## src/design/qbri_pkg.sv

```systemverilog
// ----------------------------------------------------------------------------
// qbri_pkg
// Shared constants and control types of the quaternion body-rate integrator.
// ----------------------------------------------------------------------------
package qbri_pkg;

  localparam int QUAT_WIDTH_DEF  = 16;
  localparam int RATE_WIDTH_DEF  = 16;
  localparam int STEP_WIDTH      = 16;
  localparam logic [STEP_WIDTH-1:0] STEP_RESET = 16'd655;

  // integer bits of the rate format (Q4.x)
  localparam int RATE_INT_BITS   = 4;
  // 16 fraction bits of the step plus one for the factor one half
  localparam int STEP_FRAC_EXTRA = 17;

  typedef struct packed {
    logic vld;
    logic degen;
  } ctl_t;

endpackage

```

## src/design/qbri_sqrt.sv

```systemverilog
// ----------------------------------------------------------------------------
// qbri_sqrt
// Digit-by-digit integer square root pipeline, one result bit a stage, then
// half-up rounding, sign restore and the identity override for zero norm.
// ----------------------------------------------------------------------------
module qbri_sqrt #(
  parameter int QUAT_WIDTH = qbri_pkg::QUAT_WIDTH_DEF
) (
  input  logic                          clk,
  input  logic                          rst_n,
  input  qbri_pkg::ctl_t                in_ctl,
  input  logic                          in_neg [4],
  input  logic [2*QUAT_WIDTH-2:0]       in_quo [4],
  output logic                          out_vld,
  output logic                          out_degen,
  output logic signed [QUAT_WIDTH-1:0]  out_next [4]
);

  localparam int QB = 2 * QUAT_WIDTH - 1;
  localparam int SI = QUAT_WIDTH;

  qbri_pkg::ctl_t              ctl_r [SI+1];
  logic                        neg_r [SI+1][4];
  logic [QB-1:0]               v_r   [SI+1][4];
  logic [QB-1:0]               res_r [SI+1][4];

  logic                        vld_r;
  logic                        degen_r;
  logic signed [QUAT_WIDTH-1:0] next_r [4];
  logic [QUAT_WIDTH:0]         rnd_w  [4];
  logic [QUAT_WIDTH-1:0]       half_w [4];

  always_ff @(posedge clk) begin
    if (!rst_n) begin
      ctl_r[0] <= '0;
    end else begin
      ctl_r[0] <= in_ctl;
    end
  end

  always_ff @(posedge clk) begin
    for (int i = 0; i < 4; i++) begin
      neg_r[0][i] <= in_neg[i];
      v_r[0][i]   <= in_quo[i];
      res_r[0][i] <= '0;
    end
  end

  for (genvar j = 0; j < SI; j++) begin : g_sqrt
    localparam logic [QB-1:0] BIT = QB'(1) << (QB - 1 - 2 * j);
    logic [QB:0] sum_w [4];
    logic        ge_w  [4];

    always_comb begin
      for (int i = 0; i < 4; i++) begin
        sum_w[i] = {1'b0, res_r[j][i]} + {1'b0, BIT};
        ge_w[i]  = ({1'b0, v_r[j][i]} >= sum_w[i]);
      end
    end

    always_ff @(posedge clk) begin
      if (!rst_n) begin
        ctl_r[j+1] <= '0;
      end else begin
        ctl_r[j+1] <= ctl_r[j];
      end
    end

    always_ff @(posedge clk) begin
      for (int i = 0; i < 4; i++) begin
        neg_r[j+1][i] <= neg_r[j][i];
        v_r[j+1][i]   <= ge_w[i] ? QB'(v_r[j][i] - sum_w[i][QB-1:0]) : v_r[j][i];
        res_r[j+1][i] <= ge_w[i] ? QB'((res_r[j][i] >> 1) + BIT) : (res_r[j][i] >> 1);
      end
    end
  end

  always_comb begin
    for (int i = 0; i < 4; i++) begin
      rnd_w[i]  = (QUAT_WIDTH+1)'(res_r[SI][i][QUAT_WIDTH-1:0]) + (QUAT_WIDTH+1)'(1);
      half_w[i] = rnd_w[i][QUAT_WIDTH:1];
    end
  end

  always_ff @(posedge clk) begin
    if (!rst_n) begin
      vld_r <= 1'b0;
    end else begin
      vld_r <= ctl_r[SI].vld;
    end
  end

  always_ff @(posedge clk) begin
    degen_r <= ctl_r[SI].degen;
    for (int i = 0; i < 4; i++) begin
      if (ctl_r[SI].degen) begin
        next_r[i] <= (i == 0) ? (QUAT_WIDTH'(1) << (QUAT_WIDTH - 2)) : '0;
      end else begin
        next_r[i] <= neg_r[SI][i] ? -$signed(half_w[i]) : $signed(half_w[i]);
      end
    end
  end

  assign out_vld   = vld_r;
  assign out_degen = degen_r;
  assign out_next  = next_r;

endmodule

```

## config.mk

```make
export PLATFORM = sky130hd
export DESIGN_NAME = qbri_sqrt
export DESIGN_NICKNAME = d
export VERILOG_FILES = /design/src/design/qbri_pkg.sv /design/src/design/qbri_sqrt.sv
export SDC_FILE = /design/constraint.sdc
export NUM_CORES = 2
export LEC_CHECK = 0
export BUFFER_PORTS_ARGS = -buffer_cell sky130_fd_sc_hd__buf_2
export CAP_MARGIN = 10
export CORE_UTILIZATION = 40
export DETAILED_ROUTE_END_ITERATION = 6
export GPL_TIMING_DRIVEN = 0
export PLACE_DENSITY = 0.6
export SKIP_CTS_REPAIR_TIMING = 1
export SLEW_MARGIN = 10
export SYNTH_ARGS = -nofsm -noshare
export SYNTH_HDL_FRONTEND = slang
export SYNTH_MEMORY_MAX_BITS = 65536
export SYNTH_SLANG_ARGS = --single-unit
```

## constraint.sdc

```tcl
create_clock -name clk -period 4.1 [get_ports clk]
set_clock_uncertainty 0.15 [all_clocks]
set_input_delay 0.41 -clock clk [delete_from_list [all_inputs] [get_ports clk]]
set_output_delay 0.41 -clock clk [all_outputs]
set_load 0.05 [all_outputs]
```

* Word level (Yosys, flattened, before mapping) *
Memories as Yosys holds them, arrays and structs flattened.
Index checks and enable logic that the tools add are counted.

word-level totals
  RAM bits = 4318
  output and inout port bits = 66
  register bits after elaboration = 66
  input bits = 132
  memories kept = 4
  word-level logic and storage cells = 442

operators by class
  $lt $le $gt $ge = 64
  multiplexer cells = 151
  bitwise gates (word level) = 17
  add/subtract/negate cells = 200

memory list
  name   depth  bits a word  read ports  clocked after Yosys merged registers in  wr ports  RTL line         source
  res_r  17     124          17          0                                        17        qbri_sqrt.sv:25  logic [QB-1:0] res_r [SI+1][4];
  v_r    17     124          16          0                                        17        qbri_sqrt.sv:24  logic [QB-1:0] v_r [SI+1][4];
  neg_r  17     4            17          0                                        17        qbri_sqrt.sv:23  logic neg_r [SI+1][4];
  ctl_r  17     2            17          0                                        17        qbri_sqrt.sv:22  qbri_pkg::ctl_t ctl_r [SI+1];

operator list
  operator                                         count
  2-to-1 mux 31 bit                                128
  greater-or-equal comparator 31 x 32 -> 1 bit     64
  subtractor 31 bit                                64
  adder 31 x 1 -> 32 bit (second input constant)   4
  adder 31 x 11 -> 32 bit (second input constant)  4
  adder 31 x 13 -> 32 bit (second input constant)  4
  adder 31 x 15 -> 32 bit (second input constant)  4
  adder 31 x 17 -> 32 bit (second input constant)  4
  adder 31 x 19 -> 32 bit (second input constant)  4
  adder 31 x 21 -> 32 bit (second input constant)  4
  adder 31 x 23 -> 32 bit (second input constant)  4
  adder 31 x 25 -> 32 bit (second input constant)  4
  adder 31 x 27 -> 32 bit (second input constant)  4
  adder 31 x 29 -> 32 bit (second input constant)  4
  adder 31 x 3 -> 32 bit (second input constant)   4
  adder 31 x 31 -> 32 bit (second input constant)  4
  adder 31 x 5 -> 32 bit (second input constant)   4
  adder 31 x 7 -> 32 bit (second input constant)   4
  adder 31 x 9 -> 32 bit (second input constant)   4
  adder 30 x 1 -> 31 bit (second input constant)   4
  adder 30 x 11 -> 31 bit (second input constant)  4
  adder 30 x 13 -> 31 bit (second input constant)  4
  adder 30 x 15 -> 31 bit (second input constant)  4
  adder 30 x 17 -> 31 bit (second input constant)  4
  17 further kinds                                 92

* Depth between registers and ports, before layout *
  word-level depth = 3
  gate-level depth with buffers = 12
  mapped depth without buffers = 11

* Worst setup path after synthesis *
OpenSTA, ideal clock, no wires.

  path kind = flip-flop to flip-flop
  start = memory res_r[13][40] (netlist name)
  end = memory v_r[14][54] (netlist name)
  required time = 3.815 ns
  arrival time = 2.807 ns
  setup time = 0.135 ns
  buffers on the path = 0
  clock period less this slack = 3.093 ns
  setup slack = 1.007 ns
  stages on the path, launching flop included = 12
  path through = dfxtp_1 -> inv_1 -> ha_1 -> a21oi_1 -> o21ai_0 -> a2111oi_0 -> o22ai_1 -> nor4b_2 -> inv_2 -> nand2_1 -> nor4b_1 -> xor2_1

RTL lines
  item         RTL line
  from (decl)  qbri_sqrt.sv:25
  to (decl)    qbri_sqrt.sv:24

==> flow_metrics.tcl <==
set metrics [dict create \
    die_width_um 493 \
    ys_types 91 \
    syn_inst 9282 \
    synthArstFlopShare_pct 0 \
    slew_headroom_pct 26.6 \
    worstPathRequired_ns 4.67 \
    htree_levels 5 \
    drt-pass1-iter-count 6 \
    max_cap_violations 0 \
    grt_max_degree 17 \
    die_h_um 493 \
    fin_crit_sh_pct 93.7 \
    via_count 64100 \
    yosysSeqAreaShare_pct 55.9 \
    cts.path.max_buffers 4 \
    syn_area_per_cell_um2 10.4 \
    gp_congestion 0.895 \
    finalCriticalPeriod_ns 3.84 \
    drive_above_1_share_pct 8.48 \
    hpwl_um 146000 \
    clkTransAtPathRegs_ns 0.06 \
    slew_viol_final 0 \
    overflow 0 \
    cp_num_buf_inv 2 \
    status "complete, no violations" \
    cts_root_buf "clkbuf_16" \
    wl_per_cell_um 14.5 \
    whs_endpoint "neg_r[0][0]$_DFF_P_" \
    hold_viol 0 \
    p_per_area_mw_per_mm2 770 \
    synthFlopType "dfxtp_1" \
    synth_area_leader_cell "dfxtp_1" \
    setup_ws_ns 0.256 \
    max_freq_ghz 0.260 \
    grt_pass1_vias 63700 \
    path_max_fanout 10 \
    hold_path.class "in2reg" \
    coreArea_mm2 0.239 \
    crit_family "compound AO/OA/AOI/OAI gates" \
    clkLatencyLatePin_ns 0.93 \
    synth.top_cells.by_count "2696 x dfxtp_1, 727 x inv_1, 600 x ha_1, 562 x nor2_1, 561 x nand2_1" \
    cpPeakStageDelay_ns 0.82 \
    cp-end-kind "flop" \
    start_util_pct 40.4 \
    pin_count 198 \
    cts_tree "done" \
    die_area_mm2 0.243 \
    grt_pass1_wl_um 317000 \
    drc 0 \
    worstSetupStartpointType "flop" \
    grt_use_total_pct 15.5 \
    syn2layout_area_growth_pct 18.3 \
    place_ws_ns -0.0928 \
    min_path_cells 2 \
    clock_sinks 2696 \
    p_leak_nw 51.3 \
    rows 179 \
    timing.critical_path.arrival_ns 4.41 \
    setup-violations-final 0 \
    crit_chain "inv_1 > ha_1 > a21oi_1 > o21ai_0 > a2111oi_1 > o22ai_1 > nor4b_4 > clkbuf_1 > o21ai_0" \
    synthMostInstantiatedCell "dfxtp_1" \
    io_buffers 197 \
    worstHoldStart "in_neg[0]" \
    crit_slowest_cell "a2111oi_1" \
    worstMarginPinSlew_ns 1.09 \
    yosys.area.top_type_share_pct 55.9 \
    synth-edff-count 0 \
    fin_area_mm2 0.114 \
    whs_ns 0.0468 \
    antenna_found_initial 1 \
    numCtsBuffers 297 \
    crit_top_cell "o21ai_0" \
    drtIter0Drc 3227 \
    detail-route-antenna-nets 0 \
    worst_r2r_path_depth 9 \
    ys_top_cells_by_area "dfxtp_1 56%, ha_1 7.8%, xnor2_1 4.0%" \
    crit_type "reg2reg" \
    wl_um 195000 \
    yosysWarnings 0 \
    ir_drop_mv 0.435 \
    r2r_start "res_r[13][40]$_DFF_P_" \
    dpl-instance-area_mm2 0.101 \
    nets 10800 \
    r2r-end "v_r[14][44]$_DFF_P_" \
    grt_setup_unrepaired "false" \
    synth.cell_area_mm2 0.0965 \
    vias_per_cell 4.78 \
    synth-seq-cells 2696 \
    rrSetupSlack_ns 0.26 \
]
-- registers in the layout, summed over array words and instances (netlist names) --
name / cells
out_next: 64
res_r: 544
v_r: 1984
out_degen: 1
ctl_r: 34
out_vld: 1
neg_r: 68
-- power by group --
part           switching (mW)  internal (mW)
registers                4.00           32.3
logic                    13.8           11.0
clock network            10.3           16.5
-- worst max-delay path by stage --
stage	from	end	slack (ns)	cells after the start
after CTS	res_r[13][42]$_DFF_P_	v_r[14][54]$_DFF_P_	-0.11	11
after global placement	res_r[13][42]$_DFF_P_	v_r[14][44]$_DFF_P_	-0.1	9
after global routing	res_r[13][42]$_DFF_P_	v_r[14][44]$_DFF_P_	0.02	9
final	res_r[13][40]$_DFF_P_	v_r[14][44]$_DFF_P_	0.26	9
after detailed placement	res_r[13][42]$_DFF_P_	v_r[14][54]$_DFF_P_	-0.09	11
after floorplan	res_r[13][40]$_DFF_P_	v_r[14][54]$_DFF_P_	1.01	11
-- metrics by stage --
step	power [mW]	cells	setup TNS [ns]	utilization, %
final	87.9	13400	0	47.8
after global routing	93.6	13400	0	47.8
after CTS	88.5	13200	-0.824	46.7
after detailed placement	61.4	12600	-0.653	42.5
after global placement	60.7	12600	-0.637	42.5
after floorplan	54.9	9285	0	-
-- kinds of logic after synthesis --
logic type                 after synthesis  share of synthesized area [%]
AOI/OAI and AO/OA                     1558                           9.93
xor gates and xnor gates               809                           7.34
adders and majority gates              604                           7.87
buffers and inverters                  883                           3.47
DFF                                   2696                           55.9
muxes                                  126                           1.44
other                                    1                        0.00389
and+or+nand+nor                       2605                           14.0
-- worst register-to-register path, cell delays in order, from the launching register on --
cell and delay (ns):
dfxtp_1 0.35, inv_1 0.05, ha_1 0.39, a21oi_1 0.21, o21ai_0 0.17, a2111oi_1 0.82
o22ai_1 0.35, nor4b_4 0.53, clkbuf_1 0.43, o21ai_0 0.23
-- cells in the final DEF (no fill, tap or decap), types with 250 or more instances in the layout --
master / Yosys / routed
a21oi_1: 452 / 452
clkbuf_16: 0 / 302
dfxtp_1: 2696 / 2696
dlygate4sd3_1: 0 / 260
ha_1: 600 / 600
inv_1: 727 / 727
nand2_1: 561 / 561
nor2_1: 562 / 562
nor3_1: 277 / 277
nor4_1: 250 / 250
o21ai_0: 475 / 475
xnor2_1: 445 / 445
xor2_1: 364 / 364
-- per-layer routing --
layer  track usage, %  up-vias  routed length, µm
met4             6.16        0               6840
met3             2.51      481               6720
met5                0        -                  0
met1             20.6    29000              95400
met2             24.9     1229              85900
li1                 -    33500                  -
-- area by class of cell --
type	count	area, µm²
fillers	21600	125000
flip-flops and latches	2696	54000
multi-input cells	5706	39200
clock buffers	392	8470
well taps	3167	3960
repair buffers	457	3590
inverters	731	2740
clock inverters	128	1620
plain buffers	152	602
diodes	1	2.50
Power figures use the tool's default switching activity.
